[src/rtl/core/dss_pkg.sv]
// Shared types and constants of the dependency step scoreboard.
package dss_pkg;

	localparam int MaskW  = 32;
	localparam int KindW  = 3;
	localparam int IdxW   = 5;
	localparam int StepsW = 6;
	localparam int CountW = 7;

	localparam logic [StepsW-1:0] StepsReset = 6'd32;

	typedef enum logic [KindW-1:0] {
		KIND_LOAD_DEPS    = 3'd0,
		KIND_REQUEST      = 3'd1,
		KIND_RESET_STEPS  = 3'd2,
		KIND_RESET_ALL    = 3'd3,
		KIND_POLL         = 3'd4,
		KIND_RESET_FAILED = 3'd5
	} dss_kind_t;

	typedef enum logic [2:0] {
		ST_IDLE,
		ST_CLOSE,
		ST_SUM1,
		ST_SUM2,
		ST_FINISH
	} dss_state_t;

	// Per-step view of the scoreboard that one lane needs.
	typedef struct packed {
		logic       acc;
		logic       in_use;
		logic       runnable;
		logic       requested;
		logic [2:0] diff;
	} dss_lane_in_t;

	// What one lane reports to the merging stage.
	typedef struct packed {
		logic [MaskW-1:0] contrib;
		logic             ready;
		logic [1:0]       chg;
	} dss_lane_res_t;

endpackage

[src/rtl/core/dss_if.sv]
// Channel interfaces of the scoreboard: item input, result output and configuration.
interface dss_in_if;
	logic                        valid;
	logic                        ready;
	logic [dss_pkg::KindW-1:0]   kind;
	logic [dss_pkg::IdxW-1:0]    step_index;
	logic [dss_pkg::MaskW-1:0]   step_bits;
	logic                        include_running;
	logic [dss_pkg::MaskW-1:0]   dispatch_ok_mask;
	logic [dss_pkg::MaskW-1:0]   dispatch_fail_mask;
	logic [dss_pkg::MaskW-1:0]   poll_done_mask;
	logic [dss_pkg::MaskW-1:0]   poll_fail_mask;

	modport source (
		output valid, kind, step_index, step_bits, include_running,
		output dispatch_ok_mask, dispatch_fail_mask, poll_done_mask, poll_fail_mask,
		input  ready
	);
	modport sink (
		input  valid, kind, step_index, step_bits, include_running,
		input  dispatch_ok_mask, dispatch_fail_mask, poll_done_mask, poll_fail_mask,
		output ready
	);
endinterface

interface dss_out_if;
	logic                        valid;
	logic                        ready;
	logic [dss_pkg::MaskW-1:0]   requested_now;
	logic [dss_pkg::MaskW-1:0]   runnable_now;
	logic [dss_pkg::MaskW-1:0]   running_now;
	logic [dss_pkg::MaskW-1:0]   complete_now;
	logic [dss_pkg::MaskW-1:0]   passed_now;
	logic [dss_pkg::MaskW-1:0]   failed_view;
	logic [dss_pkg::CountW-1:0]  transitions;

	modport source (
		output valid, requested_now, runnable_now, running_now, complete_now,
		output passed_now, failed_view, transitions,
		input  ready
	);
	modport sink (
		input  valid, requested_now, runnable_now, running_now, complete_now,
		input  passed_now, failed_view, transitions,
		output ready
	);
endinterface

interface dss_cfg_if;
	logic                        valid;
	logic                        ready;
	logic [dss_pkg::StepsW-1:0]  data;

	modport source (output valid, data, input ready);
	modport sink (input valid, data, output ready);
endinterface

[src/rtl/core/dss_lane.sv]
// One step lane: holds the step's dependency row and evaluates it against the masks.
module dss_lane (
	input  logic                         clk,
	input  logic                         arst_n,
	input  logic                         wr_en,
	input  logic [dss_pkg::MaskW-1:0]    wr_data,
	input  logic [dss_pkg::MaskW-1:0]    valid_m,
	input  logic [dss_pkg::MaskW-1:0]    passed,
	input  dss_pkg::dss_lane_in_t        lin,
	output dss_pkg::dss_lane_res_t       lres
);

	logic [dss_pkg::MaskW-1:0] dep_q;
	logic [dss_pkg::MaskW-1:0] dep_m;

	always_ff @(posedge clk or negedge arst_n) begin
		if (!arst_n) begin
			dep_q <= '0;
		end else if (wr_en) begin
			dep_q <= wr_data;
		end
	end

	assign dep_m = dep_q & valid_m;

	always_comb begin
		lres.contrib = lin.acc ? dep_m : '0;
		// A requested step in use becomes runnable once every dependency in use has passed.
		lres.ready   = lin.in_use & ~lin.runnable & lin.requested & ((passed & dep_m) == dep_m);
		lres.chg     = 2'(lin.diff[0]) + 2'(lin.diff[1]) + 2'(lin.diff[2]);
	end

endmodule

[src/rtl/core/dss_merge.sv]
// Merging stage: ORs the lanes' closure terms and sums their change counts in two stages.
module dss_merge #(
	parameter int NumLanes = 32
) (
	input  logic                          clk,
	input  dss_pkg::dss_lane_res_t        lane_res [NumLanes],
	output logic [dss_pkg::MaskW-1:0]     closure_or,
	output logic [dss_pkg::CountW-1:0]    total_s2
);

	localparam int Groups = (NumLanes + 7) / 8;

	logic [1:0] chg_pad [Groups*8];
	logic [4:0] part_s1 [Groups];

	always_comb begin
		closure_or = '0;
		for (int i = 0; i < NumLanes; i++) begin
			closure_or = closure_or | lane_res[i].contrib;
		end
	end

	for (genvar k = 0; k < Groups * 8; k++) begin : g_pad
		if (k < NumLanes) begin : g_lane
			assign chg_pad[k] = lane_res[k].chg;
		end else begin : g_zero
			assign chg_pad[k] = '0;
		end
	end

	for (genvar g = 0; g < Groups; g++) begin : g_part
		always_ff @(posedge clk) begin
			logic [4:0] s;
			s = '0;
			for (int j = 0; j < 8; j++) begin
				s = s + 5'(chg_pad[g*8+j]);
			end
			part_s1[g] <= s;
		end
	end

	always_ff @(posedge clk) begin
		logic [dss_pkg::CountW-1:0] t;
		t = '0;
		for (int g = 0; g < Groups; g++) begin
			t = t + dss_pkg::CountW'(part_s1[g]);
		end
		total_s2 <= t;
	end

endmodule

[src/rtl/core/dependency_step_scoreboard.sv]
// Flow: an item is taken in IDLE and its result is registered at the output from FINISH, once the
// output register is free; a request first runs closure passes in CLOSE until a pass adds no step,
// and a poll tick first passes SUM1 and SUM2 (the two registered stages of the change-count tree).
// Throughput: one item at a time; the next item is taken as soon as the result is registered,
// even while it waits at the output. Reset clears the status masks and dependency rows at once and
// sets the step count to 32; no clearing pass is needed.
module dependency_step_scoreboard #(
	parameter int MAX_STEPS = 32
) (
	input  logic        clk,
	input  logic        arst_n,
	dss_cfg_if.sink     cfg,
	dss_in_if.sink      item,
	dss_out_if.source   result
);

	localparam int MaskW = dss_pkg::MaskW;
	localparam logic [MaskW-1:0] LaneMask = {MaskW{1'b1}} >> (MaskW - MAX_STEPS);

	dss_pkg::dss_state_t state_q, state_d;

	logic [dss_pkg::StepsW-1:0] steps_q;
	logic [MaskW-1:0] valid_m;

	logic [MaskW-1:0] req_q, rnb_q, run_q, cmp_q, pas_q, acc_q;
	logic [MaskW-1:0] req_d, rnb_d, run_d, cmp_d, pas_d, acc_d;
	logic [MaskW-1:0] xr_q, xc_q, xd_q, xr_d, xc_d, xd_d;
	logic inc_q, inc_d, is_poll_q, is_poll_d;

	logic in_acc, out_load, out_valid_q;
	logic [MaskW-1:0] fresh, closure_or, clos_next;
	logic [dss_pkg::CountW-1:0] total_s2;

	// Poll tick terms.
	logic [MaskW-1:0] pre_disp, sel1, fd, od, r1, c1, p1, sel2, pf, pd, r2, c2, p2, n1, post_disp;
	logic [MaskW-1:0] scope_rf;

	dss_pkg::dss_lane_res_t lane_res [MAX_STEPS];

	assign cfg.ready = 1'b1;

	always_ff @(posedge clk or negedge arst_n) begin
		if (!arst_n) begin
			steps_q <= dss_pkg::StepsReset;
		end else if (cfg.valid) begin
			steps_q <= cfg.data;
		end
	end

	always_comb begin
		if (steps_q >= dss_pkg::StepsW'(MAX_STEPS)) begin
			valid_m = LaneMask;
		end else begin
			valid_m = ~({MaskW{1'b1}} << steps_q);
		end
	end

	assign item.ready = (state_q == dss_pkg::ST_IDLE);
	assign in_acc     = item.valid & item.ready;

	for (genvar i = 0; i < MaskW; i++) begin : g_lane
		if (i < MAX_STEPS) begin : g_used
			dss_pkg::dss_lane_in_t lin;
			logic wr_en;

			assign lin.acc       = acc_q[i];
			assign lin.in_use    = valid_m[i];
			assign lin.runnable  = rnb_q[i];
			assign lin.requested = req_q[i];
			assign lin.diff      = {xr_q[i], xc_q[i], xd_q[i]};
			assign wr_en = in_acc && (item.kind == dss_pkg::KIND_LOAD_DEPS)
				&& (item.step_index == dss_pkg::IdxW'(i));

			dss_lane u_lane (
				.clk     (clk),
				.arst_n  (arst_n),
				.wr_en   (wr_en),
				.wr_data (item.step_bits),
				.valid_m (valid_m),
				.passed  (pas_q),
				.lin     (lin),
				.lres    (lane_res[i])
			);

			assign fresh[i] = lane_res[i].ready;
		end else begin : g_absent
			assign fresh[i] = 1'b0;
		end
	end

	dss_merge #(.NumLanes(MAX_STEPS)) u_merge (
		.clk        (clk),
		.lane_res   (lane_res),
		.closure_or (closure_or),
		.total_s2   (total_s2)
	);

	assign clos_next = acc_q | closure_or;

	always_comb begin
		n1       = rnb_q | fresh;
		pre_disp = rnb_q & ~cmp_q & ~run_q;
		sel1     = pre_disp & valid_m;
		fd       = sel1 & item.dispatch_fail_mask;
		od       = sel1 & item.dispatch_ok_mask & ~item.dispatch_fail_mask;
		r1       = (run_q & ~fd) | od;
		c1       = (cmp_q & ~od) | fd;
		p1       = pas_q & ~(fd | od);
		sel2     = r1 & valid_m;
		pf       = sel2 & item.poll_fail_mask;
		pd       = sel2 & item.poll_done_mask & ~item.poll_fail_mask;
		r2       = r1 & ~(pf | pd);
		c2       = c1 | pf | pd;
		p2       = (p1 & ~pf) | pd;
		post_disp = n1 & ~c2 & ~r2;
		scope_rf = (item.include_running ? rnb_q : cmp_q) & ~pas_q;
	end

	always_comb begin
		state_d   = state_q;
		req_d     = req_q;
		rnb_d     = rnb_q;
		run_d     = run_q;
		cmp_d     = cmp_q;
		pas_d     = pas_q;
		acc_d     = acc_q;
		xr_d      = xr_q;
		xc_d      = xc_q;
		xd_d      = xd_q;
		inc_d     = inc_q;
		is_poll_d = is_poll_q;
		out_load  = 1'b0;
		case (state_q)
			dss_pkg::ST_IDLE: begin
				if (in_acc) begin
					inc_d     = item.include_running;
					is_poll_d = (item.kind == dss_pkg::KIND_POLL);
					state_d   = dss_pkg::ST_FINISH;
					case (item.kind)
						dss_pkg::KIND_REQUEST: begin
							acc_d   = item.step_bits & valid_m;
							state_d = dss_pkg::ST_CLOSE;
						end
						dss_pkg::KIND_RESET_STEPS: begin
							req_d = req_q & ~item.step_bits;
							rnb_d = rnb_q & ~item.step_bits;
							run_d = run_q & ~item.step_bits;
							cmp_d = cmp_q & ~item.step_bits;
							pas_d = pas_q & ~item.step_bits;
						end
						dss_pkg::KIND_RESET_ALL: begin
							req_d = '0;
							rnb_d = '0;
							run_d = '0;
							cmp_d = '0;
							pas_d = '0;
						end
						dss_pkg::KIND_POLL: begin
							rnb_d   = n1;
							run_d   = r2;
							cmp_d   = c2;
							pas_d   = p2;
							xr_d    = run_q ^ r2;
							xc_d    = cmp_q ^ c2;
							xd_d    = pre_disp ^ post_disp;
							state_d = dss_pkg::ST_SUM1;
						end
						dss_pkg::KIND_RESET_FAILED: begin
							run_d = run_q & ~scope_rf;
							cmp_d = cmp_q & ~scope_rf;
						end
						default: begin
						end
					endcase
				end
			end
			dss_pkg::ST_CLOSE: begin
				// The closure is done when a pass adds no new step.
				if (clos_next == acc_q) begin
					req_d   = req_q | acc_q;
					state_d = dss_pkg::ST_FINISH;
				end else begin
					acc_d = clos_next;
				end
			end
			dss_pkg::ST_SUM1: state_d = dss_pkg::ST_SUM2;
			dss_pkg::ST_SUM2: state_d = dss_pkg::ST_FINISH;
			dss_pkg::ST_FINISH: begin
				if (!out_valid_q || result.ready) begin
					out_load = 1'b1;
					state_d  = dss_pkg::ST_IDLE;
				end
			end
			default: state_d = dss_pkg::ST_IDLE;
		endcase
	end

	always_ff @(posedge clk or negedge arst_n) begin
		if (!arst_n) begin
			state_q     <= dss_pkg::ST_IDLE;
			req_q       <= '0;
			rnb_q       <= '0;
			run_q       <= '0;
			cmp_q       <= '0;
			pas_q       <= '0;
			out_valid_q <= 1'b0;
		end else begin
			state_q <= state_d;
			req_q   <= req_d;
			rnb_q   <= rnb_d;
			run_q   <= run_d;
			cmp_q   <= cmp_d;
			pas_q   <= pas_d;
			if (out_load) begin
				out_valid_q <= 1'b1;
			end else if (result.ready) begin
				out_valid_q <= 1'b0;
			end
		end
	end

	always_ff @(posedge clk) begin
		acc_q     <= acc_d;
		xr_q      <= xr_d;
		xc_q      <= xc_d;
		xd_q      <= xd_d;
		inc_q     <= inc_d;
		is_poll_q <= is_poll_d;
	end

	always_ff @(posedge clk) begin
		if (out_load) begin
			result.requested_now <= req_q;
			result.runnable_now  <= rnb_q;
			result.running_now   <= run_q;
			result.complete_now  <= cmp_q;
			result.passed_now    <= pas_q;
			result.failed_view   <= (inc_q ? rnb_q : cmp_q) & ~pas_q;
			result.transitions   <= is_poll_q ? total_s2 : '0;
		end
	end

	assign result.valid = out_valid_q;

endmodule

[src/flat_wrapper.sv]
// flat-port wrapper written by rule: the top's interface ports become plain ports
module dependency_step_scoreboard_flat 
#(
	parameter int MAX_STEPS = 32
)
  (clk, arst_n, cfg_valid, cfg_data, cfg_ready, item_valid, item_kind, item_step_index, item_step_bits, item_include_running, item_dispatch_ok_mask, item_dispatch_fail_mask, item_poll_done_mask, item_poll_fail_mask, item_ready, result_valid, result_requested_now, result_runnable_now, result_running_now, result_complete_now, result_passed_now, result_failed_view, result_transitions, result_ready);
  dss_cfg_if cfg_i ();
  dss_in_if item_i ();
  dss_out_if result_i ();
  input  logic clk;
  input  logic arst_n;
  input wire logic [$bits(cfg_i.valid)-1:0] cfg_valid;
  input wire logic [$bits(cfg_i.data)-1:0] cfg_data;
  output wire logic [$bits(cfg_i.ready)-1:0] cfg_ready;
  input wire logic [$bits(item_i.valid)-1:0] item_valid;
  input wire logic [$bits(item_i.kind)-1:0] item_kind;
  input wire logic [$bits(item_i.step_index)-1:0] item_step_index;
  input wire logic [$bits(item_i.step_bits)-1:0] item_step_bits;
  input wire logic [$bits(item_i.include_running)-1:0] item_include_running;
  input wire logic [$bits(item_i.dispatch_ok_mask)-1:0] item_dispatch_ok_mask;
  input wire logic [$bits(item_i.dispatch_fail_mask)-1:0] item_dispatch_fail_mask;
  input wire logic [$bits(item_i.poll_done_mask)-1:0] item_poll_done_mask;
  input wire logic [$bits(item_i.poll_fail_mask)-1:0] item_poll_fail_mask;
  output wire logic [$bits(item_i.ready)-1:0] item_ready;
  output wire logic [$bits(result_i.valid)-1:0] result_valid;
  output wire logic [$bits(result_i.requested_now)-1:0] result_requested_now;
  output wire logic [$bits(result_i.runnable_now)-1:0] result_runnable_now;
  output wire logic [$bits(result_i.running_now)-1:0] result_running_now;
  output wire logic [$bits(result_i.complete_now)-1:0] result_complete_now;
  output wire logic [$bits(result_i.passed_now)-1:0] result_passed_now;
  output wire logic [$bits(result_i.failed_view)-1:0] result_failed_view;
  output wire logic [$bits(result_i.transitions)-1:0] result_transitions;
  input wire logic [$bits(result_i.ready)-1:0] result_ready;
  assign cfg_i.valid = cfg_valid;
  assign cfg_i.data = cfg_data;
  assign cfg_ready = cfg_i.ready;
  assign item_i.valid = item_valid;
  assign item_i.kind = item_kind;
  assign item_i.step_index = item_step_index;
  assign item_i.step_bits = item_step_bits;
  assign item_i.include_running = item_include_running;
  assign item_i.dispatch_ok_mask = item_dispatch_ok_mask;
  assign item_i.dispatch_fail_mask = item_dispatch_fail_mask;
  assign item_i.poll_done_mask = item_poll_done_mask;
  assign item_i.poll_fail_mask = item_poll_fail_mask;
  assign item_ready = item_i.ready;
  assign result_valid = result_i.valid;
  assign result_requested_now = result_i.requested_now;
  assign result_runnable_now = result_i.runnable_now;
  assign result_running_now = result_i.running_now;
  assign result_complete_now = result_i.complete_now;
  assign result_passed_now = result_i.passed_now;
  assign result_failed_view = result_i.failed_view;
  assign result_transitions = result_i.transitions;
  assign result_i.ready = result_ready;
  dependency_step_scoreboard #(.MAX_STEPS(MAX_STEPS)) u_core (.clk(clk), .arst_n(arst_n), .cfg(cfg_i), .item(item_i), .result(result_i));
endmodule
[config.mk]
export PLATFORM = sky130hd
export DESIGN_NAME = dependency_step_scoreboard_flat
export DESIGN_NICKNAME = d
export VERILOG_FILES = /design/src/rtl/core/dss_pkg.sv /design/src/rtl/core/dss_if.sv /design/src/rtl/core/dss_lane.sv /design/src/rtl/core/dss_merge.sv /design/src/rtl/core/dependency_step_scoreboard.sv /design/src/flat_wrapper.sv
export SDC_FILE = /design/constraint.sdc
export NUM_CORES = 2
export LEC_CHECK = 0
export BUFFER_PORTS_ARGS = -buffer_cell sky130_fd_sc_hd__buf_2
export CORE_MARGIN = 4
export CORE_UTILIZATION = 30
export CTS_BUF_LIST = sky130_fd_sc_hd__clkbuf_2
export DETAILED_ROUTE_END_ITERATION = 8
export PLACE_DENSITY = 0.56
export SYNTH_ARGS = -nofsm -noshare
export SYNTH_HDL_FRONTEND = slang
export SYNTH_HIERARCHICAL = 1
export SYNTH_SLANG_ARGS = --single-unit
[constraint.sdc]
create_clock -name clk -period 11.95 [get_ports clk]
set_clock_uncertainty 0.2 [all_clocks]
set_input_delay 3.585 -clock clk [delete_from_list [all_inputs] [get_ports clk]]
set_output_delay 3.585 -clock clk [all_outputs]
set_load 0.01 [all_outputs]
==> run metrics <==
Setup TNS=0 ns; FMAX=138 MHz; I/O Buffers=380; Netlist cell types=92; slew margin rel.=0.0668; complex-gate fraction of the synthesized area=0.0851; Post-Route WL=381 mm; DP Worst Slack=4.64 ns; slowest cell delay on critical path=0.79 ns; H-tree Lvls=5; EDFF count, synth=329; VDD IR max=0.000153 V; synthesized flop and latch total=1550; CTS tree=done; vias post-DR=73476; final setup fails=0; Iter 0 DRT Violations=10213; Hold Worst Slack=0.282 ns; GR Overflow Total=0; final-report max-slew violation count=0; CP Launch Type=register; sequential share of the synthesized area=0.483; share of cells above drive strength 1=0.235; Synthesized Nets=7762; ys flop type=dfrtp_1; die area=287000 µm²; wire length per cell=31.3 µm; Total GRT Usage=0.255; post-synthesis xor/xnor area fraction=0.000839; Synth Area in Simple Gates=0.232; CP Data Required Time=13.04 ns; TritonCTS buffer count=405; drt first pass iters=9; YS warnings=6; row count=193; fin crit share=0.606; RR Endpoint=u_core/acc_q[8]; Initial Util=0.302; postcts setup bufs=0; min setup slack post-route=4.71 ns; vias in the first global route=70545; post_cts resized=0; cell at the slowest stage of the critical path=nor4_1; Final ANT Viol Nets=0; Post-synth ARST share=0.770; Post-synth top cells=dfrtp_1 (1193), and3_1 (1035), nand3b_1 (684), mux2_2 (591), nand2_1 (473); CP Capture Type=register; Final nets=8419; initial antenna violation count=69; crit path from=u_core/steps_q[5]; mux share of post-synthesis cell area=0.148; Worst-Margin Slew=1.40 ns; RSZ-0062 raised after global routing=no; clk root buf=clkbuf_2; global-route wire length before repair=534 mm; Yosys top cell by area=dfrtp_1; TritonCTS Sinks=1550; CTS clk-pin slew, worst paths=0.12 ns; P&R area growth vs syn=12.8%; Max Cap Viol=0; CTS Buffer Depth=4; Crit path arrival time=8.33 ns; worst r2r path cells=15; Cell Pwr Density=156 nW/µm²; minimum clock period=7.24 ns; clk_lat worst skew=1.78 ns; Die Width=535 µm; critical path class=register to register; core box area=277000 µm²; cell count after synthesis=7469; DP HPWL=258 mm; Leak=44.8 nW; crit path capture=u_core/acc_q[8]; vias per inst=6.03; syn avg cell area=11.2 µm²; number of hold buffers added after cts=0; Post-Synth Adder-Cell Area=0.0247; Residual DRC=0; largest family of logic cells by synthesized area=simple AND/OR/NAND/NOR gates; Ports=382; run status=finished, final reports clean; final hold vios=0; Die Y=535 µm; Final Wtd Congestion=0.963; largest net degree at the start of global routing=134; fill cell count=28213; R2R setup slack=4.71 ns; Reg-to-Reg Start=u_core/steps_q[5]; Max FO, Critical Path=47; top-count cell post-synth=dfrtp_1; ranking of synthesized cells by area=dfrtp_1 (36%), edfxtp_1 (12%), mux2_2 (8.0%), and3_1 (7.8%), nand3b_1 (6.2%); top cell type's share of synthesized area=0.358; min-delay worst type=register to register; Post-Syn Area=83500 µm²; critical path cell sequence=nor2_4, inv_2, a31oi_1, inv_2, buf_4, and3_1, nor4_1, nand4_1, or2_1, inv_1, o22ai_1, nor4_1, and4_2, buf_4, o22ai_4
-- how the worst min path moves through the flow --
stage          slack [ns]                         endpoint                         start  cells after the start
4_1_cts              0.30  u_core/result.requested_now[21]              u_core/req_q[21]                      0
2_1_floorplan        0.22   u_core/result.complete_now[13]              u_core/cmp_q[13]                      0
3_5_place_dp         0.27       u_core/u_merge/total_s2[0]  u_core/u_merge/part_s1[0][0]                      1
3_3_place_gp         0.26  u_core/result.requested_now[19]              u_core/req_q[19]                      0
5_1_grt              0.32  u_core/result.requested_now[21]              u_core/req_q[21]                      0
6_report             0.28  u_core/result.requested_now[21]              u_core/req_q[21]                      0
-- layer usage --
layer	vias to the layer above	share of wire	global-route usage
met4	34	0.076	0.172
met5	-	0.00053	0
met1	37051	0.38	0.327
met2	5163	0.43	0.379
met3	1125	0.11	0.0654
li1	30103	-	-
-- cell type report --
type                       instances  area (µm²)  share of cell area
clock buffer                     579        2900              0.0308
inverter                         202         769             0.00817
tap                             3705        4640              0.0492
sequential                      1550       40300               0.428
multi-input combinational       5391       41300               0.439
clock inverter                   138         666             0.00707
timing repair buffer             576        3480              0.0369
antenna                           39        97.6             0.00104
-- critical path, delay by kind of cell (launching register included) --
kind	cells	cell delay, ns
AO/OA/AOI/OAI	3	1.25
flip-flops	1	0.66
AND/OR/NAND/NOR	7	2.60
buffers and inverters	5	1.94
-- per-stage QoR --
step / utilization / cell area (µm²) / instances / power [mW]
after CTS: 0.340 / 94100 / 12141 / 14.7
final: 0.340 / 94200 / 12180 / 14.7
after global routing: 0.340 / 94100 / 12149 / 15.3
after detailed placement: 0.327 / 90500 / 11424 / 10.9
after global placement: 0.327 / 90500 / 11424 / 10.8
after floorplan: - / 83500 / 7469 / 8.67
-- cell families after synthesis --
kind of cell / after synthesis
compound gates: 990
xor+xnor: 8
fa+ha+maj: 113
buf+inv: 528
flops: 1550
mux: 1106
other cells: 1
simple gates: 3173
-- registers in the layout, indices dropped and copies added (netlist names), 7 cells and up --
register and count:
u_core/acc_q 32, u_core/cmp_q 32, u_core/g_lane.g_used.u_lane/dep_q 1024, u_core/pas_q 32
u_core/req_q 32, u_core/result.complete_now 32, u_core/result.failed_view 32, u_core/result.passed_now 32
u_core/result.requested_now 32, u_core/result.runnable_now 32, u_core/result.running_now 32, u_core/result.transitions 7
u_core/rnb_q 32, u_core/run_q 32, u_core/u_merge/part_s1 20, u_core/u_merge/total_s2 7
u_core/xc_q 32, u_core/xd_q 32, u_core/xr_q 32
-- layout by cell type, fill, tap and decap left out, types with 25 or more instances in the layout --
cell type	netlist	final
nand2b_1	34	33
diode_2	0	39
ha_1	27	27
nand3b_1	684	684
and3_1	1035	1034
buf_2	130	379
nor3_1	72	71
clkinv_1	0	101
mux2_1	448	448
nor2_4	1	35
o211ai_1	31	31
nand2_1	473	473
o2111ai_1	266	266
a211oi_1	25	25
a32o_1	46	46
o21ai_0	211	211
nand4_1	67	67
mux2i_1	67	67
clkbuf_2	1	579
nor2_1	272	238
inv_1	194	177
dfxtp_1	27	27
inv_2	6	25
nor4_1	229	229
nand3_1	25	25
nor4_2	65	65
a22o_1	44	44
dfrtp_1	1193	1180
buf_4	7	189
a31oi_1	31	31
or4_1	67	67
edfxtp_1	329	329
o22ai_1	51	50
a21oi_1	137	136
mux2_2	591	591
fa_1	86	86
or2_1	32	32
-- report_power, final --
group / leakage, nW / switching (mW) / internal, mW
clock network: 2.73 / 2.41 / 1.37
registers: 19.9 / 0.591 / 6.12
logic: 22.2 / 2.87 / 1.28
Note: power is estimated with default switching activity, not from simulation.
